File: src/rtl/core/gbca_pkg.sv
package gbca_pkg;

    // Fixed geometry of the block.
    localparam int MAX_GLYPH_WIDTH  = 40;
    localparam int MAX_GLYPH_HEIGHT = 40;
    localparam int MAX_ROWS         = 40;
    localparam int ROW_BITS         = 40;
    localparam int BYTE_BITS        = 8;
    localparam int MAX_ROW_BYTES    = ROW_BITS / BYTE_BITS;
    localparam int CMD_DEPTH        = 2;

    localparam logic [5:0] CELL_HEIGHT_RESET = 6'd16;
    localparam logic [5:0] CELL_WIDTH_RESET  = 6'd8;

    typedef logic [ROW_BITS-1:0] row_t;

    // Input item kinds, carried on the slave tuser bit.
    typedef enum logic
    {
        KIND_HEADER = 1'b0,
        KIND_ROW    = 1'b1
    } kind_t;

    // Configuration register indexes.
    typedef enum logic
    {
        REG_CELL_HEIGHT = 1'b0,
        REG_CELL_WIDTH  = 1'b1
    } reg_index_t;

    // Command handed from the front to the back through the queue.
    typedef struct packed
    {
        logic       is_row;
        logic       passthrough;
        logic [6:0] shift;
        logic [2:0] dest_bytes;
        logic [2:0] src_bytes;
        logic [5:0] pad_limit;
        row_t       src;
        logic       last;
    } cmd_t;

    // Cell height actually used: limited by the build limits.
    function automatic logic [5:0] eff_height(input logic [5:0] h);
        logic [5:0] r;
        r = h;
        if (r > 6'(MAX_GLYPH_HEIGHT))
        begin
            r = 6'(MAX_GLYPH_HEIGHT);
        end
        if (r > 6'(MAX_ROWS))
        begin
            r = 6'(MAX_ROWS);
        end
        return r;
    endfunction

    // Bytes needed for a width in pixels, held within one to five.
    function automatic logic [2:0] byte_count(input logic [5:0] w);
        logic [6:0] wc;
        logic [6:0] b;
        wc = {1'b0, w};
        if (wc > 7'(MAX_GLYPH_WIDTH))
        begin
            wc = 7'(MAX_GLYPH_WIDTH);
        end
        b = (wc + 7'(BYTE_BITS - 1)) >> 3;
        if (b < 7'd1)
        begin
            b = 7'd1;
        end
        if (b > 7'(MAX_ROW_BYTES))
        begin
            b = 7'(MAX_ROW_BYTES);
        end
        return b[2:0];
    endfunction

    // Mask that keeps the first bytes of a row, which sit in the top bits.
    function automatic row_t top_mask(input logic [2:0] bytes);
        logic [5:0] bits;
        row_t       m;
        bits = {bytes, 3'b000};
        if (bits == 6'd0)
        begin
            m = '0;
        end
        else if (bits >= 6'(ROW_BITS))
        begin
            m = '1;
        end
        else
        begin
            m = ~({ROW_BITS{1'b1}} >> bits);
        end
        return m;
    endfunction

    // Signed horizontal shift: positive moves right, bits past either edge drop.
    function automatic row_t shift_row(input row_t src, input logic [6:0] shift);
        logic [6:0] mag;
        row_t       v;
        mag = 7'(-shift);
        if (!shift[6])
        begin
            v = (shift >= 7'(ROW_BITS)) ? '0 : (src >> shift);
        end
        else
        begin
            v = (mag >= 7'(ROW_BITS)) ? '0 : (src << mag);
        end
        return v;
    endfunction

endpackage

File: src/rtl/core/gbca_front.sv
module gbca_front
    import gbca_pkg::*;
(
    input  logic        clk,
    input  logic        rst_n,
    input  logic        in_valid,
    output logic        in_ready,
    input  logic        in_kind,
    input  logic [71:0] in_data,
    input  logic [5:0]  height,
    input  logic [5:0]  cell_width,
    output logic        push,
    output cmd_t        push_cmd,
    input  logic        queue_full
);

    logic [5:0]        rows_rem_reg;
    logic [5:0]        rows_rem_next;
    logic [2:0]        src_bytes_reg;
    logic [2:0]        src_bytes_next;

    logic              accept;
    logic [5:0]        aw;
    logic [5:0]        gw;
    logic [5:0]        gh;
    logic [6:0]        ox;
    logic [6:0]        oy;
    row_t              src;
    logic              pass;
    logic signed [8:0] top_s;
    logic [5:0]        top;
    logic [5:0]        gh_clamped;

    // Unpack the header and row fields.
    assign aw  = in_data[5:0];
    assign gw  = in_data[11:6];
    assign gh  = in_data[17:12];
    assign ox  = in_data[24:18];
    assign oy  = in_data[31:25];
    assign src = in_data[71:32];

    assign in_ready = !queue_full;
    assign accept   = in_valid && in_ready;

    // Header classification: passthrough test and top padding count.
    always_comb
    begin
        pass  = (gw == cell_width) && (ox == 7'd0) && (oy == 7'd0);
        top_s = $signed({3'b000, height}) - $signed({3'b000, gh})
                - $signed({{2{oy[6]}}, oy});
        if (top_s < 0)
        begin
            top = 6'd0;
        end
        else if (top_s > $signed({3'b000, height}))
        begin
            top = height;
        end
        else
        begin
            top = top_s[5:0];
        end
        gh_clamped = (gh > 6'(MAX_GLYPH_HEIGHT)) ? 6'(MAX_GLYPH_HEIGHT) : gh;
    end

    // Build the command for the back and track pending source rows.
    always_comb
    begin
        rows_rem_next  = rows_rem_reg;
        src_bytes_next = src_bytes_reg;
        push           = 1'b0;
        push_cmd       = '0;
        push_cmd.shift      = ox;
        push_cmd.dest_bytes = byte_count(aw);
        push_cmd.src_bytes  = byte_count(gw);
        push_cmd.passthrough = pass;
        if (accept)
        begin
            if (in_kind == KIND_HEADER)
            begin
                push           = 1'b1;
                src_bytes_next = byte_count(gw);
                if (pass)
                begin
                    rows_rem_next      = gh_clamped;
                    push_cmd.pad_limit = 6'd0;
                end
                else
                begin
                    rows_rem_next      = gh;
                    push_cmd.pad_limit = (gh == 6'd0) ? height : top;
                end
            end
            else if (rows_rem_reg != 6'd0)
            begin
                // Stray rows with nothing pending are dropped here.
                push            = 1'b1;
                rows_rem_next   = rows_rem_reg - 6'd1;
                push_cmd.is_row = 1'b1;
                push_cmd.src    = src & top_mask(src_bytes_reg);
                push_cmd.last   = (rows_rem_reg == 6'd1);
            end
        end
    end

    always_ff @(posedge clk or negedge rst_n)
    begin
        if (!rst_n)
        begin
            rows_rem_reg  <= '0;
            src_bytes_reg <= '0;
        end
        else
        begin
            rows_rem_reg  <= rows_rem_next;
            src_bytes_reg <= src_bytes_next;
        end
    end

endmodule

File: src/rtl/core/gbca_cmd_fifo.sv
module gbca_cmd_fifo
    import gbca_pkg::*;
(
    input  logic clk,
    input  logic rst_n,
    input  logic push,
    input  cmd_t push_cmd,
    output logic full,
    input  logic pop,
    output cmd_t head,
    output logic empty
);

    localparam int PTR_W = (CMD_DEPTH > 1) ? $clog2(CMD_DEPTH) : 1;
    localparam int CNT_W = $clog2(CMD_DEPTH + 1);

    cmd_t             mem_reg [CMD_DEPTH];
    logic [PTR_W-1:0] wr_ptr_reg;
    logic [PTR_W-1:0] rd_ptr_reg;
    logic [CNT_W-1:0] count_reg;
    logic             do_push;
    logic             do_pop;

    assign full    = (count_reg == CNT_W'(CMD_DEPTH));
    assign empty   = (count_reg == '0);
    assign do_push = push && !full;
    assign do_pop  = pop && !empty;
    assign head    = mem_reg[rd_ptr_reg];

    // Storage of queued commands.
    always_ff @(posedge clk)
    begin
        if (do_push)
        begin
            mem_reg[wr_ptr_reg] <= push_cmd;
        end
    end

    // Pointers and fill count.
    always_ff @(posedge clk or negedge rst_n)
    begin
        if (!rst_n)
        begin
            wr_ptr_reg <= '0;
            rd_ptr_reg <= '0;
            count_reg  <= '0;
        end
        else
        begin
            if (do_push)
            begin
                wr_ptr_reg <= (wr_ptr_reg == PTR_W'(CMD_DEPTH - 1)) ? '0
                                                                    : wr_ptr_reg + 1'b1;
            end
            if (do_pop)
            begin
                rd_ptr_reg <= (rd_ptr_reg == PTR_W'(CMD_DEPTH - 1)) ? '0
                                                                    : rd_ptr_reg + 1'b1;
            end
            if (do_push && !do_pop)
            begin
                count_reg <= count_reg + 1'b1;
            end
            else if (do_pop && !do_push)
            begin
                count_reg <= count_reg - 1'b1;
            end
        end
    end

endmodule

File: src/rtl/core/gbca_back.sv
module gbca_back
    import gbca_pkg::*;
(
    input  logic        clk,
    input  logic        rst_n,
    input  cmd_t        head,
    input  logic        empty,
    output logic        pop,
    input  logic [5:0]  height,
    output logic        out_valid,
    input  logic        out_ready,
    output logic [55:0] out_data,
    output logic        out_last,
    output logic        out_eog
);

    // Glyph context loaded by each header.
    logic [6:0] shift_reg;
    logic [6:0] shift_next;
    logic [2:0] dest_bytes_reg;
    logic [2:0] dest_bytes_next;
    logic [2:0] src_bytes_reg;
    logic [2:0] src_bytes_next;
    logic       pass_reg;
    logic       pass_next;
    logic [5:0] next_row_reg;
    logic [5:0] next_row_next;
    logic       padding_reg;
    logic       padding_next;
    logic [5:0] pad_lim_reg;
    logic [5:0] pad_lim_next;

    // Output register.
    logic       out_valid_reg;
    logic       out_valid_next;
    row_t       row_reg;
    row_t       row_next;
    logic [2:0] bytes_reg;
    logic [2:0] bytes_next;
    logic [5:0] num_reg;
    logic [5:0] num_next;
    logic       eor_reg;
    logic       eor_next;
    logic       eog_reg;
    logic       eog_next;

    logic       slot_free;
    logic       emit;
    logic [6:0] row_inc;

    assign slot_free = !out_valid_reg || out_ready;
    assign row_inc   = {1'b0, next_row_reg} + 7'd1;

    // Row sequencer: padding runs first, otherwise the queue head is executed.
    always_comb
    begin
        shift_next      = shift_reg;
        dest_bytes_next = dest_bytes_reg;
        src_bytes_next  = src_bytes_reg;
        pass_next       = pass_reg;
        next_row_next   = next_row_reg;
        padding_next    = padding_reg;
        pad_lim_next    = pad_lim_reg;
        pop             = 1'b0;
        emit            = 1'b0;
        row_next        = row_reg;
        bytes_next      = bytes_reg;
        num_next        = num_reg;
        eor_next        = eor_reg;
        eog_next        = eog_reg;

        if (slot_free)
        begin
            if (padding_reg)
            begin
                emit          = 1'b1;
                row_next      = '0;
                bytes_next    = dest_bytes_reg;
                num_next      = next_row_reg;
                eog_next      = (row_inc == {1'b0, height});
                eor_next      = (row_inc == {1'b0, pad_lim_reg});
                next_row_next = row_inc[5:0];
                padding_next  = (row_inc < {1'b0, pad_lim_reg});
            end
            else if (!empty)
            begin
                pop = 1'b1;
                if (!head.is_row)
                begin
                    shift_next      = head.shift;
                    dest_bytes_next = head.dest_bytes;
                    src_bytes_next  = head.src_bytes;
                    pass_next       = head.passthrough;
                    next_row_next   = 6'd0;
                    if (head.pad_limit != 6'd0)
                    begin
                        emit          = 1'b1;
                        row_next      = '0;
                        bytes_next    = head.dest_bytes;
                        num_next      = 6'd0;
                        eog_next      = (height == 6'd1);
                        eor_next      = (head.pad_limit == 6'd1);
                        next_row_next = 6'd1;
                        padding_next  = (head.pad_limit > 6'd1);
                        pad_lim_next  = head.pad_limit;
                    end
                end
                else if (pass_reg)
                begin
                    emit          = 1'b1;
                    row_next      = head.src;
                    bytes_next    = src_bytes_reg;
                    num_next      = next_row_reg;
                    eog_next      = head.last;
                    eor_next      = 1'b1;
                    next_row_next = row_inc[5:0];
                end
                else if (next_row_reg < height)
                begin
                    emit          = 1'b1;
                    row_next      = shift_row(head.src, shift_reg)
                                    & top_mask(dest_bytes_reg);
                    bytes_next    = dest_bytes_reg;
                    num_next      = next_row_reg;
                    eog_next      = (row_inc == {1'b0, height});
                    eor_next      = !(head.last && (row_inc < {1'b0, height}));
                    next_row_next = row_inc[5:0];
                    // The last source row brings the bottom padding with it.
                    if (head.last && (row_inc < {1'b0, height}))
                    begin
                        padding_next = 1'b1;
                        pad_lim_next = height;
                    end
                end
            end
        end

        if (emit)
        begin
            out_valid_next = 1'b1;
        end
        else if (out_ready)
        begin
            out_valid_next = 1'b0;
        end
        else
        begin
            out_valid_next = out_valid_reg;
        end
    end

    always_ff @(posedge clk or negedge rst_n)
    begin
        if (!rst_n)
        begin
            shift_reg      <= '0;
            dest_bytes_reg <= '0;
            src_bytes_reg  <= '0;
            pass_reg       <= 1'b0;
            next_row_reg   <= '0;
            padding_reg    <= 1'b0;
            pad_lim_reg    <= '0;
            out_valid_reg  <= 1'b0;
        end
        else
        begin
            shift_reg      <= shift_next;
            dest_bytes_reg <= dest_bytes_next;
            src_bytes_reg  <= src_bytes_next;
            pass_reg       <= pass_next;
            next_row_reg   <= next_row_next;
            padding_reg    <= padding_next;
            pad_lim_reg    <= pad_lim_next;
            out_valid_reg  <= out_valid_next;
        end
    end

    // Result payload needs no reset.
    always_ff @(posedge clk)
    begin
        row_reg   <= row_next;
        bytes_reg <= bytes_next;
        num_reg   <= num_next;
        eor_reg   <= eor_next;
        eog_reg   <= eog_next;
    end

    assign out_valid = out_valid_reg;
    assign out_data  = {7'b0, num_reg, bytes_reg, row_reg};
    assign out_last  = eor_reg;
    assign out_eog   = eog_reg;

endmodule

File: src/rtl/core/glyph_bitmap_cell_aligner_core.sv
// Glyph cell aligner. A header item (kind 0 on s_axis_tuser) opens a glyph and
// each following row item (kind 1) carries one packed source row, first byte in
// the top bits. The block writes a cell of cell_height rows: zero rows above,
// the source rows shifted by x_offset and clipped, zero rows below; a glyph as
// wide as cell_width with both offsets zero passes its rows through unpadded.
// Every row of the cell leaves as one result item, and tlast marks the last
// item caused by one input item. The output side delivers one row per cycle
// while m_axis_tready holds, set by the single row sequencer behind the output
// register. A header without top padding, a passthrough header among them, and a
// source row that falls below the cell emit no row of their own.
// Input items enter through a two-entry command queue, so the input side
// keeps taking items while rows are still going out, until that queue fills.
// Configuration writes are meant for idle periods only.
module glyph_bitmap_cell_aligner_core
    import gbca_pkg::*;
(
    input  logic        clk,
    input  logic        rst_n,
    input  logic        cfg_we,
    input  logic        cfg_addr,
    input  logic [5:0]  cfg_data,
    input  logic        s_axis_tvalid,
    output logic        s_axis_tready,
    // advance_width[5:0], glyph_width[11:6], glyph_height[17:12],
    // x_offset[24:18], y_offset[31:25], source_row[71:32]
    input  logic [71:0] s_axis_tdata,
    // kind[0]
    input  logic        s_axis_tuser,
    output logic        m_axis_tvalid,
    input  logic        m_axis_tready,
    // cell_row[39:0], row_bytes[42:40], row_number[48:43], zeros[55:49]
    output logic [55:0] m_axis_tdata,
    // end_of_run
    output logic        m_axis_tlast,
    // end_of_glyph[0]
    output logic        m_axis_tuser
);

    logic [5:0] cell_height_reg;
    logic [5:0] cell_width_reg;
    logic [5:0] height;
    logic       push;
    cmd_t       push_cmd;
    logic       queue_full;
    logic       pop;
    cmd_t       head;
    logic       empty;

    // Configuration registers.
    always_ff @(posedge clk or negedge rst_n)
    begin
        if (!rst_n)
        begin
            cell_height_reg <= CELL_HEIGHT_RESET;
            cell_width_reg  <= CELL_WIDTH_RESET;
        end
        else if (cfg_we)
        begin
            case (reg_index_t'(cfg_addr))
                REG_CELL_HEIGHT: cell_height_reg <= cfg_data;
                REG_CELL_WIDTH:  cell_width_reg  <= cfg_data;
                default:         cell_height_reg <= cell_height_reg;
            endcase
        end
    end

    assign height = eff_height(cell_height_reg);

    gbca_front u_front
    (
        .clk        (clk),
        .rst_n      (rst_n),
        .in_valid   (s_axis_tvalid),
        .in_ready   (s_axis_tready),
        .in_kind    (s_axis_tuser),
        .in_data    (s_axis_tdata),
        .height     (height),
        .cell_width (cell_width_reg),
        .push       (push),
        .push_cmd   (push_cmd),
        .queue_full (queue_full)
    );

    gbca_cmd_fifo u_fifo
    (
        .clk      (clk),
        .rst_n    (rst_n),
        .push     (push),
        .push_cmd (push_cmd),
        .full     (queue_full),
        .pop      (pop),
        .head     (head),
        .empty    (empty)
    );

    gbca_back u_back
    (
        .clk       (clk),
        .rst_n     (rst_n),
        .head      (head),
        .empty     (empty),
        .pop       (pop),
        .height    (height),
        .out_valid (m_axis_tvalid),
        .out_ready (m_axis_tready),
        .out_data  (m_axis_tdata),
        .out_last  (m_axis_tlast),
        .out_eog   (m_axis_tuser)
    );

    // The final row of a cell always closes the run of its input item.
    assert property (@(posedge clk) disable iff (!rst_n)
        m_axis_tvalid && m_axis_tuser |-> m_axis_tlast)
        else $error("end of glyph without end of run");

    // Every emitted row carries one to five valid bytes.
    assert property (@(posedge clk) disable iff (!rst_n)
        m_axis_tvalid |-> (m_axis_tdata[42:40] != 3'd0) && (m_axis_tdata[42:40] <= 3'd5))
        else $error("row byte count out of range");

    // Row numbers stay inside the largest cell.
    assert property (@(posedge clk) disable iff (!rst_n)
        m_axis_tvalid |-> (m_axis_tdata[48:43] < 6'd40))
        else $error("row number beyond cell");

endmodule
File: config.mk
export PLATFORM = sky130hd
export DESIGN_NAME = glyph_bitmap_cell_aligner_core
export DESIGN_NICKNAME = d
export VERILOG_FILES = /design/src/rtl/core/gbca_pkg.sv /design/src/rtl/core/gbca_front.sv /design/src/rtl/core/gbca_cmd_fifo.sv /design/src/rtl/core/gbca_back.sv /design/src/rtl/core/glyph_bitmap_cell_aligner_core.sv
export SDC_FILE = /design/constraint.sdc
export NUM_CORES = 1
export LEC_CHECK = 0
export BUFFER_PORTS_ARGS = -buffer_cell sky130_fd_sc_hd__buf_2
export CORE_ASPECT_RATIO = 1.1
export CORE_UTILIZATION = 42
export CTS_CLUSTER_SIZE = 30
export DETAILED_ROUTE_END_ITERATION = 8
export PLACE_DENSITY_LB_ADDON = 0.12
export SYNTH_ARGS = -nofsm -noshare
export SYNTH_HDL_FRONTEND = slang
export SYNTH_HIERARCHICAL = 1
export SYNTH_SLANG_ARGS = --single-unit
File: constraint.sdc
create_clock -name clk -period 4.4 [get_ports clk]
set_input_delay 0.22 -clock clk [delete_from_list [all_inputs] [get_ports clk]]
set_output_delay 0.22 -clock clk [all_outputs]
set_load 0.05 [all_outputs]
After elaboration in Yosys (flattened, before gate mapping)

Memory sizes are Yosys's and may differ from the RTL's.
Cells that the tools add are included.

Register bits: 104
Memory bits (writable): 124
Memories kept: 1
Output and inout bits: 60

Memory list:

| name           | depth | bits a word | rd ports | clocked after Yosys merged registers in | write ports | RTL line            | text |
|---|---|---|---|---|---|---|---|
| u_fifo.mem_reg | 2     | 62          | 1        | 0                                       | 1           | gbca_cmd_fifo.sv:17 | `cmd_t mem_reg [CMD_DEPTH];` |

$lt $le $gt $ge: 21
Shift operators: 4
Equality and inequality tests: 13
Reductions and logical operators: 35
$add $sub $neg: 12
Bitwise gates (word level): 9
Multiplexer cells: 118

Operator list:

| operator              | number |
|---|---|
| $mux 40               | 27 |
| $mux 6                | 29 |
| $mux 41               | 2 |
| $and 40x40->40        | 2 |
| $not 40->40           | 2 |
| $shr 40x6->40 const A | 2 |
| $mux 47               | 1 |
| $mux 1                | 41 |
| $shl 40x7->40         | 1 |
| $shr 40x7->40         | 1 |
| $gt 6x6->1 const B    | 5 |
| $mux 7                | 4 |
| $mux 3                | 9 |
| $eq 6x1->1 const B    | 3 |
| $add 6x3->7 const B   | 2 |
| $eq 7x6->1            | 2 |
| $ge 7x6->1 const B    | 2 |
| $logic_not 7->1       | 2 |
| $lt 7x6->1            | 2 |
| $ge 6x6->1 const B    | 2 |
| $lt 4x1->1 const B    | 3 |
| $mux 4                | 3 |
| $reduce_bool 6->1     | 2 |
| $gt 9x7->1            | 1 |
| other kinds (33)      | 62 |

Depth between registers and ports, before layout

Depth after elaboration: 16
Gate-level depth with buffers: 21
Mapped depth without buffers: 21

Cells and area by module

Netlist, hierarchy kept.

Modules (own cells, without submodules):

| module                         | area an instance (um2) | cells an instance | instances |
|---|---|---|---|
| gbca_back                      | 8584.5                 | 985               | 1 |
| gbca_cmd_fifo                  | 4971.0                 | 212               | 1 |
| gbca_front                     | 2031.9                 | 271               | 1 |
| glyph_bitmap_cell_aligner_core | 500.5                  | 34                | 1 |

Least setup slack after synthesis

OpenSTA, ideal clock, no wires.

Path type: reg-to-reg
From: reg u_fifo.count_reg[0]
To: mem u_fifo/mem_reg[0][0] in the netlist's numbering, enable pin
Path slack: -0.104 ns
Library setup time: 0.482 ns
Data required time: 3.918 ns
Cell stages (with the launch flop): 7
Arrival time: 4.022 ns
Path through: dfrtp_1 -> nand2b_1 -> inv_1 -> nand2b_2 -> a31oi_1 -> nand2_1 -> nor2_1

Word-level cells in the longest chain between the ends: 7

RTL lines:

| item                         | RTL line                             | text |
|---|---|---|
| from (decl)                  | gbca_cmd_fifo.sv:20                  | `logic [CNT_W-1:0] count_reg;` |
| from (signal assigned)       | gbca_cmd_fifo.sv:62                  | `count_reg <= count_reg + 1'b1;` |
| from (signal assigned)       | gbca_cmd_fifo.sv:66                  | `count_reg <= count_reg - 1'b1;` |
| $eq 2x2->1                   | gbca_cmd_fifo.sv:24                  | `assign full = (count_reg == CNT_W'(CMD_DEPTH));` |
| net queue_full               | glyph_bitmap_cell_aligner_core.sv:44 | `logic queue_full;` |
| $logic_not 1->1              | gbca_front.sv:42                     | `assign in_ready = !queue_full;` |
| $logic_and 1x1->1            | gbca_front.sv:43                     | `assign accept = in_valid && in_ready;` |
| $mux 1                       | gbca_front.sv:77                     | `if (accept)` |
| net push                     | glyph_bitmap_cell_aligner_core.sv:42 | `logic push;` |
| $logic_and 1x1->1            | gbca_cmd_fifo.sv:26                  | `assign do_push = push && !full;` |
| $mux 1                       | gbca_cmd_fifo.sv:33                  | `if (do_push)` |
| $mux 1 (not written as such) | gbca_cmd_fifo.sv:35                  | `mem_reg[wr_ptr_reg] <= push_cmd;` |
| to (decl)                    | gbca_cmd_fifo.sv:17                  |  |

The timed path passes the listed nets, and every way through them passes these cells.

==> out/qor.yml <==
clk_latency_ps: 570
vias_per_cell: 5.89
max-slew-margin-rel_pct: 26.8
initial_core_util_pct: 43.0
ant_nets: 0
fin_crit_sh_pct: 101
wire_per_inst_um: 22.6
synth.area.top_cells: "edfxtp_1 (33%), dfrtp_1 (7.9%), mux2i_1 (6.5%)"
antenna_found_initial: 0
crit_family: "adder cells"
grt_pass1_vias: 12400
vias: 13000
final_hold_viol_count: 0
fmax_mhz: 225
cp_data_required_time_ps: 4780
synth_ff_type: "edfxtp_1"
worstPathCellList: "o21ai_2 -> and2_4 -> inv_2 -> ha_4 -> fa_2 -> inv_2 -> ha_4 -> nor2b_4 -> o31a_1 -> o21a_1 -> or3_4 -> and2_4 -> ha_4 -> nand3_4 -> a21o_1 -> a21oi_2 -> buf_4 -> nor3b_4 -> o221ai_4 -> buf_12 -> mux2i_1"
firstDrtPassIters: 6
tightest_slew_ps: 1090
crit_type: "reg -> reg"
p_leak_nw: 7.65
setup_viol_count_final: 10
core_area_um2: 37400
synth_top_area_share_pct: 32.7
worstPathMaxFanout: 6
syn_area_per_cell_um2: 10.7
start_kind: "flop"
fin_ws_ps: -44.1
violations: "setup timing"
wl_met2_mm: 22.5
syn_to_final_growth_pct: 17.5
timing.critical_path.mode_cell: "ha_4"
layout-drive-gt1-share_pct: 25.9
dieArea_um2: 39100
critPathBufInv: 4
synth_area_um2: 16100
hold_class: "in -> reg"
synth_top_area_cell: "edfxtp_1"
drc: 0
diodes: 0
power_mw: 10.3
maxSlewViolCount: 0
yosys_warnings: 6
wl_met3_mm: 3.98
synth_cells: 1502
wl_met1_mm: 22.2
nets: 1820
synth-seq-area-share_pct: 40.9
synth_seq_cells: 228
end_kind: "flop"
ys_async_sr_fraction_pct: 23.2
clk_pin_slew_ps: 60
n_fill_cell: 3511
slowest_delay_ps: 550
skew_ps: 13.4
cts_tree: "done"
dr.first_iter.drc_count: 1158
overflow: 0
cts_sinks: 228
grt_pass1_wl_mm: 75.2
htreeDepth: 1
fin_crit_ps: 4440
cts_buffers: 26
gp_congestion: 0.990
largest_reg_flops: 124
place_area_um2: 17300
io_buffer_count: 137
ys_types: 85
status: "complete, but fails checks"
powerDensity_nw_per_um2: 546
synth_edf_count: 175
cap_violations: 0
routed_wl_mm: 49.7
rsz0062_at_grt: "true"
die_h_um: 207
vdd_drop_max_mv: 0.342
ios: 145
die_w_um: 189
cp.arrival_ps: 4820
clock_path_buffers: 3
dp_hpwl_mm: 36.5
cts_root_buf: "clkbuf_16"
top_layer: "met4"
fin_area_um2: 18900
num_rows: 74
grt_max_degree: 63
track_usage_pct: 25.1
slowest_stage: "fa_2"
[path summary, 6_finish.rpt]
kind                                                   end  depth (start not counted)  slack, ps                           start
max in group asynchronous  u_back/shift_reg[0]$_DFFE_PN0P_                          3       3490                           rst_n
max reg2reg                u_fifo/mem_reg[0][43]$_DFFE_PP_                         21        -40  cell_height_reg[3]$_DFFE_PN0P_
min reg2reg                 cell_height_reg[2]$_DFFE_PN0P_                          1        510  cell_height_reg[2]$_DFFE_PN0P_
max                        u_fifo/mem_reg[0][43]$_DFFE_PP_                         21        -40  cell_height_reg[3]$_DFFE_PN0P_
min                        u_fifo/mem_reg[1][51]$_DFFE_PP_                          2         40                 s_axis_tdata[5]
min in group asynchronous   cell_height_reg[0]$_DFFE_PN0P_                          3        330                           rst_n
[per-stage QoR]
step	util, %	cells	setup slack, ps	setup TNS (ps)	hold slack, ps
after detailed placement	46.3	2092	-310	-3470	408
after global routing	50.5	2203	-185	-2040	9.93
after global placement	46.3	2092	-213	-2480	407
after floorplan	-	1508	22.3	0	-75.6
final	50.5	2203	-44.1	-173	40.9
after CTS	50.3	2199	-15.6	-50.8	16.0
[layer usage]
layer | track usage [%] | vias up
met2 | 39.2 | 570
met1 | 35.8 | 6336
met4 | 6.65 | 0
met5 | 0 | -
met3 | 4.41 | 78
li1 | - | 5992
[cell usage in the layout, fill, tap and decap left out, types with 15 or more instances in the layout]
master,n
edfxtp_1,175
buf_2,137
nand2_1,130
nor2_1,125
mux2i_1,102
o21ai_0,89
a21oi_1,70
dlygate4sd3_1,60
inv_1,59
mux2_4,59
mux2_2,54
buf_4,50
dfrtp_1,47
mux4_2,43
and2_1,42
ha_1,40
clkbuf_16,26
o211ai_1,26
nor3_1,25
nand3_1,23
xnor2_1,23
o22ai_1,21
nand2b_1,15
a31oi_1,15
[final cells by class]
| cell class | instances | area, um2 | share of cell area, % |
|---|---|---|---|
| tap | 494 | 618 | 3.27 |
| sequential | 228 | 6590 | 34.9 |
| clock buffer | 38 | 706 | 3.73 |
| timing repair buffer | 252 | 1760 | 9.32 |
| multi-input combinational | 1119 | 8870 | 46.9 |
| inverter | 63 | 236 | 1.25 |
| clock inverter | 9 | 116 | 0.616 |
[worst register-to-register path, delay by kind of cell, from the launching register on]
| kind | cells | cell delay [ps] |
|---|---|---|
| adders and majority gates | 4 | 1190 |
| AOI/OAI and AO/OA | 6 | 1100 |
| and+or+nand+nor | 6 | 910 |
| DFF | 1 | 390 |
| buffers and inverters | 4 | 390 |
| muxes | 1 | 250 |
[timing repair]
item,CTS,global route
setup endpoints to repair,12,12
pin swaps,1,1
hold endpoints to repair,163,0
buffers inserted,0,4
hold buffers,60,0
gates resized for setup,13,13
[cells by family after synthesis]
logic type | after synthesis | synth area share, %
other cells | 1 | 0.0233
compound gates | 331 | 13.3
mux | 261 | 21.8
flops | 228 | 40.9
buf+inv | 161 | 5.09
simple gates | 445 | 13.6
xor+xnor | 30 | 1.68
fa+ha+maj | 45 | 3.59
[power breakdown]
part / internal [mW] / total [mW] / leakage, nW / switching [mW]
sequential: 2.84 / 3.09 / 2.35 / 0.240
clock: 1.23 / 2.09 / 0.388 / 0.864
combinational: 2.02 / 5.15 / 4.91 / 3.13
total: 6.09 / 10.3 / 7.65 / 4.24
[synth_stat cells (all sizes together), types with 6 or more instances]
master  number
inv         63
mux4        43
or3         12
a221oi       9
dfrtp       51
a21oi       76
and2        45
nor4        12
ha          43
nor2       129
nor3        27
nand2b      16
nand3b       6
nor2b       10
xor2         6
clkbuf      45
nand2      131
o211ai      26
mux2       113
xnor2       24
edfxtp     175
mux2i      105
o21ai       93
a22oi       14
and3         9
o22ai       21
a21o         8
o31ai        7
buf         53
a221o        6
a211oi       9
o21a        11
nand3       25
a31oi       15
Note: power is estimated with default switching activity, not from simulation.
